### config.mk
export PLATFORM = sky130hd
export DESIGN_NAME = inmf_median
export DESIGN_NICKNAME = d
export VERILOG_FILES = /design/src/rtl/core/impulse_noise_median_filter_assert.svh /design/src/rtl/core/inmf_pkg.sv /design/src/rtl/core/inmf_median.sv
export SDC_FILE = /design/constraint.sdc
export NUM_CORES = 1
export LEC_CHECK = 0
export BUFFER_PORTS_ARGS = -buffer_cell sky130_fd_sc_hd__buf_2
export CAP_MARGIN = 20
export CORE_MARGIN = 5
export CORE_UTILIZATION = 45
export CTS_CLUSTER_DIAMETER = 200
export DETAILED_ROUTE_END_ITERATION = 12
export GPL_TIMING_DRIVEN = 0
export PLACE_DENSITY = 0.65
export SETUP_SLACK_MARGIN = 0.02
export SLEW_MARGIN = 20
export SYNTH_ARGS = -nofsm -noshare
export SYNTH_HDL_FRONTEND = slang
export SYNTH_SLANG_ARGS = --single-unit
### constraint.sdc
create_clock -name clk -period 14.8 [get_ports clk]
set_input_delay 3.7 -clock clk [delete_from_list [all_inputs] [get_ports clk]]
set_output_delay 3.7 -clock clk [all_outputs]
set_load 0.03 [all_outputs]
### src/rtl/core/impulse_noise_median_filter_assert.svh
// assertion macros for the impulse noise median filter
// expects clk and rst_n in the scope of the including module
`ifndef IMPULSE_NOISE_MEDIAN_FILTER_ASSERT_SVH
`define IMPULSE_NOISE_MEDIAN_FILTER_ASSERT_SVH

// same-cycle implication
`define INMF_ASSERT_IMPL(lbl, ante, cons) \
  lbl: assert property (@(posedge clk) disable iff (!rst_n) (ante) |-> (cons)) \
    else $error("inmf assertion failed in %m");

// next-cycle implication
`define INMF_ASSERT_NEXT(lbl, ante, cons) \
  lbl: assert property (@(posedge clk) disable iff (!rst_n) (ante) |=> (cons)) \
    else $error("inmf assertion failed in %m");

`endif

### src/rtl/core/inmf_pkg.sv
// shared constants, types and register codes of the impulse noise median filter
// no dependencies
`default_nettype none

package inmf_pkg;

  localparam int unsigned MAX_WIDTH    = 1024;
  localparam int unsigned MAX_HEIGHT   = 4096;

  localparam int unsigned PIX_W        = 8;
  localparam int unsigned COL_W        = $clog2(MAX_WIDTH);
  localparam int unsigned OUT_ROW_W    = $clog2(MAX_HEIGHT);
  localparam int unsigned ROW_W        = OUT_ROW_W + 1;
  localparam int unsigned CFG_WIDTH_W  = 11;
  localparam int unsigned CFG_HEIGHT_W = 13;
  localparam int unsigned CFG_DATA_W   = 13;
  localparam int unsigned CFG_IDX_W    = 1;

  localparam int unsigned CELLS        = 9;
  localparam int unsigned CENTRE       = 4;
  localparam int unsigned NBR          = 8;

  localparam int unsigned FIFO_DEPTH   = 8;
  localparam int unsigned FIFO_AW      = $clog2(FIFO_DEPTH);

  localparam logic [CFG_WIDTH_W-1:0]  WIDTH_RESET  = CFG_WIDTH_W'(640);
  localparam logic [CFG_HEIGHT_W-1:0] HEIGHT_RESET = CFG_HEIGHT_W'(480);

  localparam logic [PIX_W-1:0] PIX_BLACK = PIX_W'(0);
  localparam logic [PIX_W-1:0] PIX_WHITE = PIX_W'(255);

  localparam logic [CFG_IDX_W-1:0] CFG_IMAGE_WIDTH  = CFG_IDX_W'(0);
  localparam logic [CFG_IDX_W-1:0] CFG_IMAGE_HEIGHT = CFG_IDX_W'(1);

  typedef logic [PIX_W-1:0] pix_t;
  typedef pix_t [CELLS-1:0] win_t;
  typedef logic [NBR-1:0]   nbr_mask_t;

  typedef struct packed {
    logic [COL_W-1:0]     col;
    logic [OUT_ROW_W-1:0] row;
    logic                 last;
    nbr_mask_t            mask;
  } meta_t;

  typedef struct packed {
    pix_t                 pix;
    logic [COL_W-1:0]     col;
    logic [OUT_ROW_W-1:0] row;
    logic                 last;
  } res_t;

endpackage

`default_nettype wire

### src/rtl/core/inmf_median.sv
// impulse test and masked median of the eight window neighbours, two stages
// depends on inmf_pkg
`default_nettype none

module inmf_median (
  input  wire logic            clk,
  input  wire logic            rst_n,
  input  wire logic            in_vld,
  input  wire inmf_pkg::win_t  win,
  input  wire inmf_pkg::meta_t meta,
  output logic                 res_vld,
  output inmf_pkg::res_t       res,
  output logic [1:0]           stage_vld
);

  typedef logic [inmf_pkg::PIX_W:0] key_t;
  typedef key_t [inmf_pkg::NBR-1:0] key_vec_t;

  function automatic key_vec_t cas(input key_vec_t v, input logic [2:0] a,
                                   input logic [2:0] b);
    key_vec_t o;
    o = v;
    if (v[a] > v[b]) begin
      o[a] = v[b];
      o[b] = v[a];
    end
    return o;
  endfunction

  key_vec_t        keys;
  key_vec_t        a_keys;
  key_vec_t        b_keys;
  logic [3:0]      n_valid;
  logic            pass;

  logic            a_vld_r;
  key_vec_t        a_keys_r;
  inmf_pkg::pix_t  a_centre_r;
  logic [2:0]      a_idx_r;
  logic            a_pass_r;
  inmf_pkg::meta_t a_meta_r;

  logic            b_vld_r;
  inmf_pkg::res_t  b_res_r;
  inmf_pkg::res_t  b_res_nxt;

  // out-of-image neighbours get the top key bit and sort to the end
  always_comb begin
    keys[0] = {~meta.mask[0], win[0]};
    keys[1] = {~meta.mask[1], win[1]};
    keys[2] = {~meta.mask[2], win[2]};
    keys[3] = {~meta.mask[3], win[3]};
    keys[4] = {~meta.mask[4], win[5]};
    keys[5] = {~meta.mask[5], win[6]};
    keys[6] = {~meta.mask[6], win[7]};
    keys[7] = {~meta.mask[7], win[8]};
    n_valid = 4'($countones(meta.mask));
    pass = ((win[inmf_pkg::CENTRE] != inmf_pkg::PIX_BLACK) &&
            (win[inmf_pkg::CENTRE] != inmf_pkg::PIX_WHITE)) || (n_valid == 4'd0);

    a_keys = keys;
    a_keys = cas(a_keys, 3'd0, 3'd1);
    a_keys = cas(a_keys, 3'd2, 3'd3);
    a_keys = cas(a_keys, 3'd4, 3'd5);
    a_keys = cas(a_keys, 3'd6, 3'd7);
    a_keys = cas(a_keys, 3'd0, 3'd2);
    a_keys = cas(a_keys, 3'd1, 3'd3);
    a_keys = cas(a_keys, 3'd4, 3'd6);
    a_keys = cas(a_keys, 3'd5, 3'd7);
    a_keys = cas(a_keys, 3'd1, 3'd2);
    a_keys = cas(a_keys, 3'd5, 3'd6);
  end

  always_comb begin
    b_keys = a_keys_r;
    b_keys = cas(b_keys, 3'd0, 3'd4);
    b_keys = cas(b_keys, 3'd1, 3'd5);
    b_keys = cas(b_keys, 3'd2, 3'd6);
    b_keys = cas(b_keys, 3'd3, 3'd7);
    b_keys = cas(b_keys, 3'd2, 3'd4);
    b_keys = cas(b_keys, 3'd3, 3'd5);
    b_keys = cas(b_keys, 3'd1, 3'd2);
    b_keys = cas(b_keys, 3'd3, 3'd4);
    b_keys = cas(b_keys, 3'd5, 3'd6);

    b_res_nxt.pix  = a_pass_r ? a_centre_r : b_keys[a_idx_r][inmf_pkg::PIX_W-1:0];
    b_res_nxt.col  = a_meta_r.col;
    b_res_nxt.row  = a_meta_r.row;
    b_res_nxt.last = a_meta_r.last;
  end

  always_ff @(posedge clk) begin
    if (!rst_n) begin
      a_vld_r <= 1'b0;
      b_vld_r <= 1'b0;
    end else begin
      a_vld_r <= in_vld;
      b_vld_r <= a_vld_r;
    end
    a_keys_r   <= a_keys;
    a_centre_r <= win[inmf_pkg::CENTRE];
    a_idx_r    <= n_valid[3:1];
    a_pass_r   <= pass;
    a_meta_r   <= meta;
    b_res_r    <= b_res_nxt;
  end

  assign res_vld   = b_vld_r;
  assign res       = b_res_r;
  assign stage_vld = {b_vld_r, a_vld_r};

endmodule

`default_nettype wire

# == After elaboration in Yosys (flattened, before gate mapping) ==
# Cells that the tools add are included.
# totals
ram_bits,0
ff_bits,140
out_inout_bits,34
rom_bits,0
memories,0
latch_bits,0
# op_classes
muxes,32
div_mod_pow,0
n_lt_le_gt_ge,20
n_shift,0
multipliers,0
n_eq_ne,1
add_sub_neg,7
reduce_logical,4
bitwise,8
# op_table
op,count
two-way mux 9 bit,20
greater-than comparator 9 bit,19
two-way mux 18 bit,9
binary-select mux 9 bit (select 3 bit),1
two-way mux 8 bit,2
adder 1 x 1 -> 2 bit,4
"!= test 8 bit, second input constant",1
NOT 1 bit,8
nonzero test 8 bit,1
adder 2 x 2 -> 3 bit,2
adder 3 x 3 -> 4 bit,1
logical NOT 4 bit,1
"less-than comparator 3 x 4 -> 1 bit, second input constant",1
logical AND 1 bit,1
logical OR 1 bit,1

# == Depth between registers and ports, before layout ==
# Gate-level depths: netlist of the first run.
# depth
depth_word,9
depth_mapped,35
ltp_nobuf,30

# == Least setup slack after synthesis of the first run ==
# No wires, ideal clock.
# synth_timing
path_kind,in2reg
start,input port win[49] (netlist name)
end,register a_keys_r[51] (netlist name)
path_buffers,5
path_stages,34
setup_ns,0.142
slack_ns,4.838
required_time_ns,14.658
arrival_ns,9.820
cell_sequence,inv_1 > ha_1 > nor2b_1 > o21a_1 > o21a_1 > o21a_1 > o41ai_2 > a41o_1 > buf_4 > buf_4 > mux2_2 > ha_1 > nor2b_1 > o21a_1 > o21ai_1 > nand2b_1 > a2111oi_0 > o41ai_2 > o31a_1 > buf_2 > mux2i_1 > inv_1 > ha_1 > nor2b_1 > o21a_1 > o21a_1 > o21a_1 > o211ai_1 > a21oi_1 > a211o_1 > o31a_1 > clkbuf_2 > buf_1 > mux2i_1
# synth_lines
item,line_no,source
from (decl),inmf_median.sv:9,"input wire inmf_pkg::win_t win,"
to (signal assigned),inmf_median.sv:100,a_keys_r <= a_keys;
to (decl),inmf_median.sv:37,key_vec_t a_keys_r;

==> results of run 1 <==
registers in the layout, indices dropped and copies added, names as in the netlist:
| register | flops |
|---|---|
| a_keys_r | 72 |
| a_idx_r | 3 |
| a_pass_r | 1 |
| a_centre_r | 8 |
| res | 31 |
| a_vld_r | 1 |
| res_vld | 1 |
| a_meta_r | 23 |
kinds of logic (layout without fill, tap and decap cells):
family | count (synthesis) | in the layout | share of synthesized area [%]
buffers and inverters | 213 | 384 | 7.61
adder cells (fa/ha/maj) | 178 | 178 | 19.1
XOR/XNOR | 1 | 1 | 0.0741
multiplexers | 250 | 250 | 23.4
AO/OA/AOI/OAI | 277 | 277 | 16.7
flip-flops | 140 | 140 | 23.7
AND/OR/NAND/NOR | 219 | 219 | 9.39
synthesized netlist by cell type, types with 13 or more instances:
| cell | n | area (sq um) |
|---|---|---|
| a21oi_1 | 50 | 250 |
| a22oi_1 | 20 | 150 |
| buf_2 | 14 | 70.1 |
| dfxtp_1 | 140 | 2800 |
| ha_1 | 174 | 2180 |
| inv_1 | 171 | 642 |
| mux2_2 | 83 | 935 |
| mux2i_1 | 150 | 1500 |
| nand2_1 | 39 | 146 |
| nand3_1 | 24 | 120 |
| nand4_1 | 21 | 131 |
| nor2_1 | 63 | 236 |
| nor2b_1 | 17 | 106 |
| nor3_1 | 20 | 100 |
| o21a_1 | 28 | 210 |
| o21ai_0 | 48 | 240 |
| o22ai_1 | 13 | 81.3 |
worst max-delay path: cells and delay by family:
family	cells	cell delay [ps]
AO/OA/AOI/OAI	18	3620
AND/OR/NAND/NOR	3	410
buffers and inverters	7	1120
adder cells (fa/ha/maj)	3	960
multiplexers	3	1010
cell type report:
cell class	instances	area [sq um]
Buffer	42	258
Clock buffer	17	425
Clock inverter	15	173
Fill cell	2471	12400
Inverter	171	642
Multi-Input combinational cell	925	8130
Sequential cell	140	2800
Tap cell	335	419
Timing Repair Buffer	139	696
layer usage:
| metal | wire length, microns | vias to the layer above | part of all wire, % | global-route usage, % |
|---|---|---|---|---|
| met4 | 639 | 0 | 1.9 | 6.08 |
| met3 | 1640 | 51 | 4.8 | 3.11 |
| met1 | 15400 | 4724 | 45 | 30.5 |
| met5 | 0 | - | 0 | 0 |
| li1 | - | 4987 | - | - |
| met2 | 16300 | 319 | 48 | 38.3 |
worst paths after layout:
kind                                   start      endpoint  slack, ps  cells after the start
worst min-delay path            a_meta_r[21]       res[13]        320                      0
worst max register to register  a_keys_r[30]       res[24]       7790                     25
worst min register to register  a_meta_r[21]       res[13]        320                      0
worst max-delay path                  win[9]  a_keys_r[22]       4210                     34
stage by stage:
step	utilization (%)	worst slack [ps]	cells	hold slack [ps]	instance area (sq um)
2_1_floorplan	-	4840	1278	310	11800
3_3_place_gp	49.8	3980	1752	310	12900
3_5_place_dp	49.8	3870	1752	312	12900
4_1_cts	52.1	4260	1784	326	13500
5_1_grt	52.1	3750	1784	330	13500
6_report	52.1	4210	1784	324	13500
cells in the final DEF (no fill, tap or decap), drive strengths merged, types with 14 or more instances in the layout:
cell    instances
nand3          24
a22oi          20
o21a           28
nor2b          17
clkbuf         29
mux2           86
nor3           21
dfxtp         140
nand4          22
inv           180
o22ai          14
nor2           64
nand2          39
ha            174
o21ai          54
a21oi          51
mux2i         164
buf           169
==> impl_results.md, run 1 <==
- Sequential element share of the synthesized area: around a quarter
- Drt pass-1 iters: 6
- Syn avg cell area: 9.25 sq um
- CTS Buf Count: 17
- CP max stage delay: between 500 and 600 ps
- Core area: between 0.02 and 0.03 sq mm
- Flops & latches, synth: 140
- Htree depth: 4
- Worst min path class: flip-flop to flip-flop
- Std-Cell Rows: a little under 60
- Slew Limit Headroom: between 40% and 50%
- Fin. Hold Viols: 0
- Dpl hpwl: about 29000 microns
- Placer Congestion: approximately 0.94
- Vias in the first global route: between 9000 and 10000
- Critical Path AT: 10850 ps
- CP Launch Type: input port
- Critical path peak fanout: 10
- Post-CTS Setup Inserts: 0
- Asr flop ratio synth: 0%
- Final setup vio count: 0
- Most used DFF post-synth: dfxtp_1
- Largest net degree at the start of global routing: 17
- Vias per Instance: 5.65
- Top cell by count, worst path: o21a_1
- Number of flops mapped to enable cells by yosys: 0
- Area Overhead vs Synth: 14.5%
- # Max-Cap Violations: 0
- N_diodes: 0
- Status: complete, no violations
- Die area: 0.0296 sq mm
- Vert. Die Dim: 172 microns
- Number of vias in the routed layout: just over 10000
- Top-level I/O count: 140
- # hold bufs at CTS: 0
- Mapped Cells: around 1300
- CP Class: input port to flip-flop
- Clock Sinks: between 100 and 150
- Port bufs: 139
- CP max stage cell: o41ai_2
- Routed WL per cell: between 15 and 20 microns
- Crit. End Element: flip-flop
- CTS clk-pin slew, worst paths: approximately 60 ps
- Starting DRC count in detailed routing: around 720
- Nets: between 1500 and 2000
- Root Buffer: clkbuf_16
- Setup TNS: 0 ps
- Post_cts resized: 0
- Final ANT Viol Nets: 0
- Initial Util: 45.5%
- Final worst path period share: a little under three quarters
- # DRC: 0
- Clock buffer depth: 2
- Initial antenna violation count: 0
- Worst endpoint required time: 15060 ps
- Gr ovfl total: 0
- Count of final max-slew check failures: 0
- Crit path time final: about 11000 ps
- Synth warnings: 0
- Count of cell types in the netlist: 77
- CTS tree: built
- First-pass GRT wire length: ~53000 microns
- Post-Syn Area: around 0.012 sq mm
- Mapped Nets: ~1600
- Worst Max-Slew Pin Slew: 869 ps
- RSZ-0062 raised after global routing: no
- DRT Wirelength: roughly 34000 microns
- Layout cells sized above 1: between 20 and 25%
- Overall die width: approximately 170 microns
- Clock latency at the later pin of the worst-skew pair: 420 ps
- Worst Skew: slightly above 10 ps
- Total track usage: a little under a quarter
- F_max: 94.4 MHz
Power of run 1 is not shown: default switching activity piles up to over one toggle a cycle in this logic, so the estimate is an artifact.
==> run 2: changes to the inputs <==
--- a/config.mk
+++ b/config.mk
@@ -5,6 +5,7 @@
 export SDC_FILE = /design/constraint.sdc
 export NUM_CORES = 1
 export LEC_CHECK = 0
+export ABC_AREA = 1
 export BUFFER_PORTS_ARGS = -buffer_cell sky130_fd_sc_hd__buf_2
 export CAP_MARGIN = 20
 export CORE_MARGIN = 5
@@ -12,7 +13,7 @@
 export CTS_CLUSTER_DIAMETER = 200
 export DETAILED_ROUTE_END_ITERATION = 12
 export GPL_TIMING_DRIVEN = 0
-export PLACE_DENSITY = 0.65
+export PLACE_DENSITY = 0.67
 export SETUP_SLACK_MARGIN = 0.02
 export SLEW_MARGIN = 20
 export SYNTH_ARGS = -nofsm -noshare
==> constraint.sdc (replaced) <==
create_clock -name clk -period 9 [get_ports clk]
set_input_delay 2.25 -clock clk [delete_from_list [all_inputs] [get_ports clk]]
set_output_delay 2.25 -clock clk [all_outputs]
set_load 0.03 [all_outputs]
==> impl_results.md, run 2 <==
- Status: complete, no violations
- Crit. End Element: flip-flop
- DRT Wirelength: 42100 microns (+24%)
- Main area contributors after synthesis: dfxtp_1 22%, ha_1 17%, nand2_1 16%, nand3_1 11%, inv_1 6.2%
- Largest net degree at the start of global routing: 19 (+2)
- Vias per Instance: 5.32 (-5.9%)
- Area after DPL: 0.0139 sq mm (+7.5%)
- Post-synth top cells: 549 x nand2_1, 277 x nand3_1, 212 x inv_1
- Htree depth: 4 (unchanged)
- Slew Limit Headroom: 42.1% (+1.5 points)
- Placer Congestion: 1.02 (+9.1%)
- Root Buffer: clkbuf_16
- Post-Syn Area: 0.0127 sq mm (+7.8%)
- Worst min path class: flip-flop to flip-flop
- Initial Util: 45.8% (+0.24 points)
- Fin. Hold Viols: 0 (unchanged)
- F_max: about 140 MHz
- Core area: 0.0279 sq mm (+7.2%)
- Routed WL per cell: 17.2 microns (-9.8%)
- CTS Buf Count: 17 (unchanged)
- Max FFs per register: 72 (unchanged)
- CP max stage delay: 440 ps (-120 ps)
- CP max stage cell: ha_1
- Vias in the first global route: 12374 (+25%)
- Top-level I/O count: 140 (unchanged)
- Area share of the largest cell type after synthesis: 22.0% (-1.7 points)
- Vert. Die Dim: 178 microns (+3.6%)
- RSZ-0062 raised after global routing: no
- Critical path peak fanout: 10 (unchanged)
- Setup TNS: 0 ps (unchanged)
- Drt pass-1 iters: 6 (unchanged)
- Final ANT Viol Nets: 0 (unchanged)
- Area Overhead vs Synth: 14.0%
- CP Launch Type: input port
- Area leader, netlist: dfxtp_1
- First-pass GRT wire length: 65900 microns (+25%)
- Dpl hpwl: 36100 microns (+26%)
- Nets: 2345 (+36%)
- N_diodes: 0 (unchanged)
- CTS tree: built
- Clock buffer depth: 2 (unchanged)
- # Max-Cap Violations: 0 (unchanged)
- Final setup vio count: 0 (unchanged)
- # hold bufs at CTS: 0 (unchanged)
- Cell area after layout: 0.0145 sq mm (+7.3%)
- Port bufs: 139 (unchanged)
- Std-Cell Rows: 61 (+3.4%)
- Most common cell after layout, fill and taps aside: nand2_1
- Total track usage: 26.6% (+3.9 points)
- Worst Max-Slew Pin Slew: 860 ps (-9.11 ps)
- Mapped Cells: 1903 (+49%)
- Fill cells: 2852 (+15%)
- Initial antenna violation count: 0 (unchanged)
- Gr ovfl total: 0 (unchanged)
- Die area: 0.0318 sq mm (+7.3%)
- Count of final max-slew check failures: 0 (unchanged)
- # DRC: 0 (unchanged)
- Synth warnings: 0 (unchanged)
- Top-count cell post-synth: nand2_1
- Largest Register: a_keys_r
- Crit path time final: ~7300 ps
- Number of vias in the routed layout: 13034 (+29%)
- Mapped Nets: 2187 (+40%)
- Critical Path AT: 7710 ps (-3140 ps)
- Final worst path period share: approximately 82%
- Asr flop ratio synth: 0% (unchanged)
- CTS clk-pin slew, worst paths: 80 ps (+20 ps)
- Most used DFF post-synth: dfxtp_1
- Top cell by count, worst path: nand2_1
- Count of cell types in the netlist: 50 (-35%)
- Most frequent cells in the layout: 549 x nand2_1, 277 x nand3_1, 212 x inv_1, 174 x ha_1, 159 x buf_2
- Starting DRC count in detailed routing: 885 (+23%)
- Overall die width: 178 microns (+3.6%)
- CP Class: input port to flip-flop
- Clock latency at the later pin of the worst-skew pair: 440 ps (+20 ps)
- Clock Sinks: 140 (unchanged)
- Worst hold margin: 323 ps (-1.56 ps)
- Syn avg cell area: 6.70 sq um (-28%)
- Post-CTS Setup Inserts: 0 (unchanged)
- Worst Skew: 8.79 ps (-1.35 ps)
- Flops & latches, synth: 140 (unchanged)
- Worst endpoint required time: 9360 ps (-5700 ps)
- Post_cts resized: 0 (unchanged)
- Number of flops mapped to enable cells by yosys: 0 (unchanged)
- Sequential element share of the synthesized area: 22.0% (-1.7 points)
- Layout cells sized above 1: 16.9% (-4.8 points)
[run 2: cell count changes after synthesis, moves of 25 or more]
cell	delta
nand2_1	+510
inv_1	+41
o21a_1	-25
a21oi_1	+49
nand3_1	+253
o21ai_0	+52
o21ai_2	+58
mux2_2	-83
mux2i_1	-150
nand2_2	+26
[run 2: area by class of cell]
cell class,count,area (sq um),share of cell area [%]
clock inverters,15,191,1.32
repair buffers,139,696,4.79
well taps,378,473,3.25
inverters,220,828,5.70
plain buffers,63,415,2.86
flip-flops and latches,140,2800,19.3
multi-input cells,1480,8700,59.9
clock buffers,17,425,2.93
[run 2: cell families (layout without fill, tap and decap cells)]
group / count (synthesis) / in the layout / share of synthesized area, %
simple gates: 988 / 988 / 35.3
flops: 140 / 140 / 22.0
fa+ha+maj: 178 / 178 / 17.7
xor+xnor: 1 / 1 / 0.0687
buf+inv: 283 / 454 / 9.76
compound gates: 313 / 313 / 15.1
[run 2: critical path: cells and delay by family]
family	cells	cell delay, ps
fa+ha+maj	3	1090
simple gates	19	1730
compound gates	9	1440
buf+inv	7	1200
[run 2: layer usage]
metal,part of all wire [%],GRT usage [%],vias up
met5,0,0,-
met4,3.1,8.35,0
met3,5.3,3.35,63
met2,46,43.4,369
met1,46,36.5,5954
li1,-,-,6648
[run 2: path summary, 6_finish.rpt]
| check | start | to | slack, ps | cells past startpoint |
|---|---|---|---|---|
| setup / recovery | win[26] | a_keys_r[9] | 1650 | 38 |
| setup reg to reg | a_keys_r[58] | res[27] | 3460 | 33 |
| hold / removal | a_meta_r[21] | res[13] | 320 | 0 |
| hold reg to reg | a_meta_r[21] | res[13] | 320 | 0 |
[run 2: per-stage QoR]
stage	setup slack (ps)	utilization, %	std cells
6_report	1650	52.2	2452
3_5_place_dp	1320	50.0	2420
4_1_cts	1740	52.2	2452
2_1_floorplan	2500	-	1903
5_1_grt	1100	52.2	2452
3_3_place_gp	1430	50.0	2420
Power of run 2 is left out for the same reason.
